--- src/rtl/core/timed_pose_sequencer_assert.svh ---
// Assertion macros shared by the sequencer RTL.
`ifndef TIMED_POSE_SEQUENCER_ASSERT_SVH
`define TIMED_POSE_SEQUENCER_ASSERT_SVH

// Same-cycle implication, sampled on clk_i, masked during reset.
`define TPS_ASSERT_NOW(label, ante, cons) \
  label: assert property (@(posedge clk_i) disable iff (!rst_ni) (ante) |-> (cons)) \
    else $error("sequencer check failed");

// Next-cycle implication, sampled on clk_i, masked during reset.
`define TPS_ASSERT_NEXT(label, ante, cons) \
  label: assert property (@(posedge clk_i) disable iff (!rst_ni) (ante) |=> (cons)) \
    else $error("sequencer check failed");

`endif

--- src/rtl/core/tps_pkg.sv ---
package tps_pkg;

  localparam int MAX_STEPS = 16;
  localparam int PtrW      = $clog2(MAX_STEPS + 1);
  localparam int AddrW     = (MAX_STEPS > 1) ? $clog2(MAX_STEPS) : 1;
  localparam int CountW    = 5;
  localparam int UseW      = (PtrW > CountW) ? PtrW : CountW;
  localparam int TimerW    = 32;

  typedef enum logic [1:0] {
    CMD_TICK    = 2'd0,
    CMD_WRITE   = 2'd1,
    CMD_RESTART = 2'd2
  } tps_cmd_e;

  typedef struct packed {
    logic signed [15:0] left;
    logic signed [15:0] right;
    logic [15:0]        speed;
    logic [7:0]         accel;
    logic [15:0]        hold;
  } tps_entry_t;

endpackage

--- src/rtl/core/tps_if.sv ---
interface tps_in_if import tps_pkg::*; ();
  logic               valid;
  logic               ready;
  logic [1:0]         cmd;
  logic [3:0]         entry_index;
  logic signed [15:0] entry_left;
  logic signed [15:0] entry_right;
  logic [15:0]        entry_speed;
  logic [7:0]         entry_accel;
  logic [15:0]        entry_hold;
  logic [15:0]        tick_ms;

  modport source (output valid, cmd, entry_index, entry_left, entry_right, entry_speed,
                  entry_accel, entry_hold, tick_ms, input ready);
  modport sink   (input valid, cmd, entry_index, entry_left, entry_right, entry_speed,
                  entry_accel, entry_hold, tick_ms, output ready);
endinterface

interface tps_out_if import tps_pkg::*; ();
  logic               valid;
  logic               ready;
  logic               pose_valid;
  logic signed [15:0] pose_left;
  logic signed [15:0] pose_right;
  logic [15:0]        pose_speed;
  logic [7:0]         pose_accel;
  logic               seq_done;

  modport source (output valid, pose_valid, pose_left, pose_right, pose_speed, pose_accel,
                  seq_done, input ready);
  modport sink   (input valid, pose_valid, pose_left, pose_right, pose_speed, pose_accel,
                  seq_done, output ready);
endinterface

interface tps_cfg_if import tps_pkg::*; ();
  logic              valid;
  logic              ready;
  logic [CountW-1:0] data;

  modport source (output valid, data, input ready);
  modport sink   (input valid, data, output ready);
endinterface

--- src/rtl/core/timed_pose_sequencer.sv ---
// The accepting edge reads the table into rd_q and registers the command;
// S_EXEC then updates the timer and registers the result word, and waits
// there while the output is stalled.
// The input is held off while an item is in S_EXEC, its update state, so a
// new item is taken only once the current one has been registered out.
// Reset clears step pointer, step timer, step count and the output register;
// the pose table is not cleared and holds nothing valid until written.
`include "timed_pose_sequencer_assert.svh"

module timed_pose_sequencer import tps_pkg::*; (
  input  logic   clk_i,
  input  logic   rst_ni,
  tps_cfg_if.sink   cfg_i,
  tps_in_if.sink    in_i,
  tps_out_if.source pose_o
);

  typedef enum logic {
    S_IDLE,
    S_EXEC
  } state_e;

  state_e state_q;

  tps_entry_t pose_mem_q [MAX_STEPS];
  tps_entry_t rd_q;

  logic [CountW-1:0] step_count_q;
  logic [PtrW-1:0]   ptr_q, ptr_d;
  logic [TimerW-1:0] timer_q, timer_d;
  logic [1:0]        cmd_q;
  logic [15:0]       tick_q;

  logic               out_valid_q;
  logic               pose_valid_q, pose_valid_d;
  logic signed [15:0] pose_left_q, pose_left_d;
  logic signed [15:0] pose_right_q, pose_right_d;
  logic [15:0]        pose_speed_q, pose_speed_d;
  logic [7:0]         pose_accel_q, pose_accel_d;
  logic               seq_done_q, seq_done_d;

  logic              in_acc;
  logic              slot_free;
  logic              wr_en;
  logic [AddrW-1:0]  wr_addr;
  tps_entry_t        wr_entry;
  logic [UseW-1:0]   used_steps;
  logic              finished;
  logic [TimerW:0]   sum;
  logic [TimerW-1:0] timer_sat;

  assign cfg_i.ready = 1'b1;
  assign in_i.ready  = (state_q == S_IDLE);
  assign in_acc      = in_i.valid && in_i.ready;
  assign slot_free   = !out_valid_q || pose_o.ready;

  assign pose_o.valid      = out_valid_q;
  assign pose_o.pose_valid = pose_valid_q;
  assign pose_o.pose_left  = pose_left_q;
  assign pose_o.pose_right = pose_right_q;
  assign pose_o.pose_speed = pose_speed_q;
  assign pose_o.pose_accel = pose_accel_q;
  assign pose_o.seq_done   = seq_done_q;

  // Table writes land at accept, so any later tick reads them.
  assign wr_en   = in_acc && (in_i.cmd == CMD_WRITE) &&
                   (32'(in_i.entry_index) < 32'(MAX_STEPS));
  assign wr_addr = AddrW'(in_i.entry_index);
  assign wr_entry = '{left:  in_i.entry_left,  right: in_i.entry_right,
                      speed: in_i.entry_speed, accel: in_i.entry_accel,
                      hold:  in_i.entry_hold};

  always_ff @(posedge clk_i) begin
    if (wr_en) begin
      pose_mem_q[wr_addr] <= wr_entry;
    end
    if (in_acc && (in_i.cmd == CMD_TICK)) begin
      rd_q <= pose_mem_q[ptr_q[AddrW-1:0]];
    end
  end

  always_ff @(posedge clk_i) begin
    if (in_acc) begin
      cmd_q  <= in_i.cmd;
      tick_q <= in_i.tick_ms;
    end
  end

  always_ff @(posedge clk_i or negedge rst_ni) begin
    if (!rst_ni) begin
      step_count_q <= '0;
    end else if (cfg_i.valid && cfg_i.ready) begin
      step_count_q <= cfg_i.data;
    end
  end

  assign used_steps = (32'(step_count_q) > 32'(MAX_STEPS)) ? UseW'(MAX_STEPS)
                                                          : UseW'(step_count_q);
  assign finished   = (used_steps == '0) || (UseW'(ptr_q) >= used_steps);
  assign sum        = {1'b0, timer_q} + (TimerW + 1)'(tick_q);
  assign timer_sat  = sum[TimerW] ? '1 : sum[TimerW-1:0];

  always_comb begin
    ptr_d        = ptr_q;
    timer_d      = timer_q;
    pose_valid_d = 1'b0;
    pose_left_d  = '0;
    pose_right_d = '0;
    pose_speed_d = '0;
    pose_accel_d = '0;
    seq_done_d   = finished;
    case (cmd_q)
      CMD_TICK: begin
        if (!finished) begin
          if (timer_q == '0) begin
            pose_valid_d = 1'b1;
            pose_left_d  = rd_q.left;
            pose_right_d = rd_q.right;
            pose_speed_d = rd_q.speed;
            pose_accel_d = rd_q.accel;
          end
          if (timer_sat >= TimerW'(rd_q.hold)) begin
            timer_d = '0;
            ptr_d   = ptr_q + PtrW'(1);
          end else begin
            timer_d = timer_sat;
          end
          seq_done_d = (UseW'(ptr_d) >= used_steps);
        end
      end
      CMD_RESTART: begin
        ptr_d      = '0;
        timer_d    = '0;
        seq_done_d = (used_steps == '0);
      end
      default: begin
        seq_done_d = finished;
      end
    endcase
  end

  always_ff @(posedge clk_i or negedge rst_ni) begin
    if (!rst_ni) begin
      state_q      <= S_IDLE;
      ptr_q        <= '0;
      timer_q      <= '0;
      out_valid_q  <= 1'b0;
      pose_valid_q <= 1'b0;
      pose_left_q  <= '0;
      pose_right_q <= '0;
      pose_speed_q <= '0;
      pose_accel_q <= '0;
      seq_done_q   <= 1'b0;
    end else begin
      case (state_q)
        S_IDLE: begin
          if (pose_o.ready) begin
            out_valid_q <= 1'b0;
          end
          if (in_acc) begin
            state_q <= S_EXEC;
          end
        end
        S_EXEC: begin
          // hold the item until the output word is free
          if (slot_free) begin
            ptr_q        <= ptr_d;
            timer_q      <= timer_d;
            out_valid_q  <= 1'b1;
            pose_valid_q <= pose_valid_d;
            pose_left_q  <= pose_left_d;
            pose_right_q <= pose_right_d;
            pose_speed_q <= pose_speed_d;
            pose_accel_q <= pose_accel_d;
            seq_done_q   <= seq_done_d;
            state_q      <= S_IDLE;
          end
        end
        default: begin
          state_q <= S_IDLE;
        end
      endcase
    end
  end

  `TPS_ASSERT_NEXT(a_busy_after_accept, in_acc, !in_i.ready)
  `TPS_ASSERT_NOW(a_no_pose_zero, out_valid_q && !pose_valid_q,
                  pose_left_q == '0 && pose_right_q == '0 && pose_speed_q == '0 &&
                  pose_accel_q == '0)
  `TPS_ASSERT_NOW(a_ptr_in_range, 1'b1, 32'(ptr_q) <= 32'(MAX_STEPS))

endmodule

--- src/flat_wrapper.sv ---
// flat-port wrapper written by rule: the top's interface ports become plain ports
module timed_pose_sequencer_flat import tps_pkg::*;
  (clk_i, rst_ni, cfg_i_valid, cfg_i_data, cfg_i_ready, in_i_valid, in_i_cmd, in_i_entry_index, in_i_entry_left, in_i_entry_right, in_i_entry_speed, in_i_entry_accel, in_i_entry_hold, in_i_tick_ms, in_i_ready, pose_o_valid, pose_o_pose_valid, pose_o_pose_left, pose_o_pose_right, pose_o_pose_speed, pose_o_pose_accel, pose_o_seq_done, pose_o_ready);
  tps_cfg_if cfg_i_i ();
  tps_in_if in_i_i ();
  tps_out_if pose_o_i ();
  input  logic clk_i;
  input  logic rst_ni;
  input wire logic [$bits(cfg_i_i.valid)-1:0] cfg_i_valid;
  input wire logic [$bits(cfg_i_i.data)-1:0] cfg_i_data;
  output wire logic [$bits(cfg_i_i.ready)-1:0] cfg_i_ready;
  input wire logic [$bits(in_i_i.valid)-1:0] in_i_valid;
  input wire logic [$bits(in_i_i.cmd)-1:0] in_i_cmd;
  input wire logic [$bits(in_i_i.entry_index)-1:0] in_i_entry_index;
  input wire logic [$bits(in_i_i.entry_left)-1:0] in_i_entry_left;
  input wire logic [$bits(in_i_i.entry_right)-1:0] in_i_entry_right;
  input wire logic [$bits(in_i_i.entry_speed)-1:0] in_i_entry_speed;
  input wire logic [$bits(in_i_i.entry_accel)-1:0] in_i_entry_accel;
  input wire logic [$bits(in_i_i.entry_hold)-1:0] in_i_entry_hold;
  input wire logic [$bits(in_i_i.tick_ms)-1:0] in_i_tick_ms;
  output wire logic [$bits(in_i_i.ready)-1:0] in_i_ready;
  output wire logic [$bits(pose_o_i.valid)-1:0] pose_o_valid;
  output wire logic [$bits(pose_o_i.pose_valid)-1:0] pose_o_pose_valid;
  output wire logic [$bits(pose_o_i.pose_left)-1:0] pose_o_pose_left;
  output wire logic [$bits(pose_o_i.pose_right)-1:0] pose_o_pose_right;
  output wire logic [$bits(pose_o_i.pose_speed)-1:0] pose_o_pose_speed;
  output wire logic [$bits(pose_o_i.pose_accel)-1:0] pose_o_pose_accel;
  output wire logic [$bits(pose_o_i.seq_done)-1:0] pose_o_seq_done;
  input wire logic [$bits(pose_o_i.ready)-1:0] pose_o_ready;
  assign cfg_i_i.valid = cfg_i_valid;
  assign cfg_i_i.data = cfg_i_data;
  assign cfg_i_ready = cfg_i_i.ready;
  assign in_i_i.valid = in_i_valid;
  assign in_i_i.cmd = in_i_cmd;
  assign in_i_i.entry_index = in_i_entry_index;
  assign in_i_i.entry_left = in_i_entry_left;
  assign in_i_i.entry_right = in_i_entry_right;
  assign in_i_i.entry_speed = in_i_entry_speed;
  assign in_i_i.entry_accel = in_i_entry_accel;
  assign in_i_i.entry_hold = in_i_entry_hold;
  assign in_i_i.tick_ms = in_i_tick_ms;
  assign in_i_ready = in_i_i.ready;
  assign pose_o_valid = pose_o_i.valid;
  assign pose_o_pose_valid = pose_o_i.pose_valid;
  assign pose_o_pose_left = pose_o_i.pose_left;
  assign pose_o_pose_right = pose_o_i.pose_right;
  assign pose_o_pose_speed = pose_o_i.pose_speed;
  assign pose_o_pose_accel = pose_o_i.pose_accel;
  assign pose_o_seq_done = pose_o_i.seq_done;
  assign pose_o_i.ready = pose_o_ready;
  timed_pose_sequencer u_core (.clk_i(clk_i), .rst_ni(rst_ni), .cfg_i(cfg_i_i), .in_i(in_i_i), .pose_o(pose_o_i));
endmodule
--- config.mk ---
export PLATFORM = sky130hd
export DESIGN_NAME = timed_pose_sequencer_flat
export DESIGN_NICKNAME = d
export VERILOG_FILES = /design/src/rtl/core/tps_pkg.sv /design/src/rtl/core/tps_if.sv /design/src/rtl/core/timed_pose_sequencer.sv /design/src/flat_wrapper.sv
export VERILOG_INCLUDE_DIRS = /design/src /design/src/rtl/core
export SDC_FILE = /design/constraint.sdc
export NUM_CORES = 1
export LEC_CHECK = 0
export ABC_CLOCK_PERIOD_IN_PS = 7850
export BUFFER_PORTS_ARGS = -buffer_cell sky130_fd_sc_hd__buf_2
export CAP_MARGIN = 20
export CELL_PAD_IN_SITES_DETAIL_PLACEMENT = 1
export CELL_PAD_IN_SITES_GLOBAL_PLACEMENT = 2
export CORE_MARGIN = 3
export CORE_UTILIZATION = 50
export CTS_BUF_LIST = sky130_fd_sc_hd__clkbuf_4 sky130_fd_sc_hd__clkbuf_8 sky130_fd_sc_hd__clkbuf_16
export DETAILED_ROUTE_END_ITERATION = 10
export PLACE_DENSITY_LB_ADDON = 0.3
export SYNTH_ARGS = -nofsm -noshare
export SYNTH_HDL_FRONTEND = slang
export SYNTH_SLANG_ARGS = --single-unit
--- constraint.sdc ---
create_clock -name clk_i -period 7.85 [get_ports clk_i]
set_input_delay 0.3925 -clock clk_i [delete_from_list [all_inputs] [get_ports clk_i]]
set_output_delay 0.3925 -clock clk_i [all_outputs]
set_load 0.02 [all_outputs]
==> key figures <==
Worst setup path
  – Worst Setup Start Kind: flip-flop
  – Setup Crit Path Kind: flip-flop to flip-flop
  – CP Data Arrival Time: ~7100 ps
  – Crit. End Element: flip-flop
  – Most used cell, CP: a21o_1
  – CP max stage cell: a2111oi_1
  – CP max stage delay: about 500 ps
  – Crit path max fanout: 17
  – Critical path required time: about 8400 ps

Detailed routing
  – Via count: 25,500
  – WL final: between 100,000 and 150,000 µm
  – Initial DRC count: ~3,000
  – 1st-pass router iterations: 5
  – # DRC: 0
  – WL/cell: 30.7 µm
  – Vias/cell: just over 6
  – Antenna Nets Post-Route: 0

Synth
  – Synth Flop Type: edfxtp_1
  – Syn_nets: 2,458
  – EDFF count, synth: ~1,200
  – Synth area leaders: edfxtp_1 72%, mux4_2 16%, dfrtp_1 4.9%, a22o_1 1.2%, ha_1 1.0%
  – Synth top area share: 71.8%
  – FF+latch count, synth: around 1,300
  – Cells after synthesis: around 2,300
  – Seq/Total Area, Yosys: about three quarters
  – Library cells used by synthesis: 72
  – Synth warn: 0
  – Synthesized area: roughly 52,000 µm²
  – Area leader, netlist: edfxtp_1
  – Syn Area/Cell: 22.5 µm²
  – Async SR Flop Fraction: between 7 and 8%

STA
  – Final Setup Violations: 0
  – Slew @ Worst Pin: around 1100 ps
  – Fin crit period: 6510 ps
  – Final period util: between 80 and 90%
  – TNS Setup: 0 ps
  – Slew HR: 27.5%
  – Max Slew Vio Count: 0
  – Layout Skew: roughly 36 ps
  – Fin. Hold Viols: 0
  – Peak Freq: between 0.15 and 0.2 GHz
  – Unrepaired setup endpoints after global routing: no

Floorplanning
  – Core region area: between 100,000 and 150,000 µm²
  – Die Y: approximately 330 µm
  – Chip width: between 300 and 400 µm
  – I/O pin total: ~170
  – Die ar.: 108,000 µm²
  – Initial Utilization: between 50% and 60%
  – Rows: between 100 and 150

GRT
  – Vias in the first global route: between 20,000 and 30,000
  – Total GRT Usage: 24.0%
  – Largest net degree at the start of global routing: ~120
  – First-pass GRT wire length: 188,000 µm
  – GR Overflow Total: 0
  – Antenna violations before repair: 14

Power and ir drop
  – PwrDens: ~300 nW/µm²
  – Design Power: between 15 and 20 mW
  – Leakage dissipation: between 15 and 20 nW
  – Peak supply drop: between 0.0002 and 0.00025 V

Placement
  – Post-DP HPWL: between 60,000 and 70,000 µm
  – Port bufs: between 150 and 200
  – Dpl cells: about 3,800
  – Gpl congestion: 0.874

Clocking
  – Clk_lat worst skew: ~740 ps
  – CTS Root Cell: clkbuf_16
  – Max Buffers Root-to-Sink: 3
  – Total CTS buffers: 138
  – Num Clock Sinks: between 1,000 and 1,500
  – Max H-tree Level: 4
  – Clk pin slew, worst setup/hold paths: roughly 60 ps
  – Total setup buffers inserted after CTS: 0
  – CTS tree: yes

Flow run
  – Max Cap Viol: 0

Layout
  – Fin cells: ~4,000
  – Most frequent cells in the layout: 1,242 x edfxtp_1, 360 x mux4_2, 162 x buf_2
  – Final net count: roughly 2,800
  – Leading cell type in the layout, fill and taps excluded: edfxtp_1
  – Final Core Density: 58.5%
  – Area delta synth->final: 15.4%
  – Layout cell share with drive strength beyond 1: between 30% and 40%

Worst hold path
  – Worst min path class: input port to flip-flop

Outcome
  – Status: completed
-- power breakdown --
part,internal (mW),switching (mW),total (mW)
clock,3.81,2.66,6.47
sequential,8.09,0.273,8.36
combinational,1.48,1.55,3.03
total,13.4,4.48,17.9
-- cells in the mapped netlist (6+ instances only) --
cell type,count
mux4_2,360
nand4_1,13
nand2_1,36
inv_1,29
a21o_1,14
nor4_1,13
nor2_1,26
nor2b_1,8
xor2_1,7
a21oi_1,25
nand2b_1,20
nor3_1,13
buf_2,8
nand3_1,12
edfxtp_1,1242
a211oi_1,8
and2_1,19
xnor2_1,11
o21ai_0,20
o211ai_1,7
or2_2,8
a22o_1,72
buf_1,21
clkbuf_1,81
o21a_1,6
dfrtp_1,102
ha_1,43
mux2_2,6
-- sequential cells by signal, summed over array words and instances, names as in the netlist --
name / cells
u_core.step_count_q: 5
u_core.timer_q: 32
u_core.pose_o.pose_speed: 16
u_core.pose_o.pose_valid: 1
u_core.pose_mem_q: 1152
u_core.state_q: 1
u_core.pose_o.pose_right: 16
u_core.cmd_q: 2
u_core.pose_o.pose_left: 16
u_core.pose_o.valid: 1
u_core.pose_o.seq_done: 1
u_core.rd_q: 72
u_core.tick_q: 16
u_core.ptr_q: 5
u_core.pose_o.pose_accel: 8
-- path summary, 6_finish.rpt --
kind | slack (ps) | cells past startpoint | end | startpoint
max in group asynchronous | 5990 | 3 | u_core.ptr_q[2] | rst_ni
max | 1340 | 27 | u_core.pose_o.seq_done | u_core.timer_q[0]
min | 50 | 1 | u_core.pose_mem_q[1][4] | in_i_entry_hold[4]
max reg2reg | 1340 | 27 | u_core.pose_o.seq_done | u_core.timer_q[0]
min reg2reg | 470 | 1 | u_core.pose_o.pose_right[9] | u_core.rd_q[49]
min in group asynchronous | 270 | 2 | u_core.timer_q[15] | rst_ni
-- cell families after synthesis --
group | after synthesis | synth area share [%]
buffers and inverters | 144 | 1.10
AOI/OAI and AO/OA | 192 | 2.81
xor gates and xnor gates | 18 | 0.304
muxes | 372 | 15.9
adders and majority gates | 44 | 1.07
DFF | 1344 | 76.7
and+or+nand+nor | 195 | 2.10
other | 1 | 0.00722
-- cell type report --
class,instances,area [µm²]
antenna,8,20.0
clock buffer,182,3960
clock inverter,65,551
fill,8561,42600
inverter,29,109
multi-input combinational,822,11600
sequential,1344,39900
tap,1368,1710
timing repair buffer,296,2050
-- metal layers --
metal	up-vias	share of wire (%)	global-route usage, %
li1	10400	-	-
met1	13900	42	34.8
met2	905	50	39.1
met3	165	5.9	3.88
met4	6	1.6	5.10
met5	-	0.032	0
-- critical path, delay by kind of cell, from the launching register on --
kind / cells / cell delay [ps]
compound gates: 14 / 2790
fa+ha+maj: 4 / 1270
buf+inv: 1 / 210
flops: 1 / 400
mux: 1 / 340
simple gates: 7 / 1350
-- metrics by stage --
stage | setup slack (ps) | cell area (µm²) | hold slack (ps)
after floorplan | 1120 | 51900 | 96.9
after global placement | 1390 | 54500 | 449
after detailed placement | 1300 | 54500 | 457
after CTS | 1270 | 59900 | 1.02
after global routing | 899 | 59900 | 19.7
final | 1340 | 59900 | 45.6
-- timing repair --
item / CTS / global route
gates resized for setup: 0 / 0
hold buffers: 84 / 0
hold endpoints to repair: 669 / 0
No activity file was read; power rests on OpenSTA's default activity.
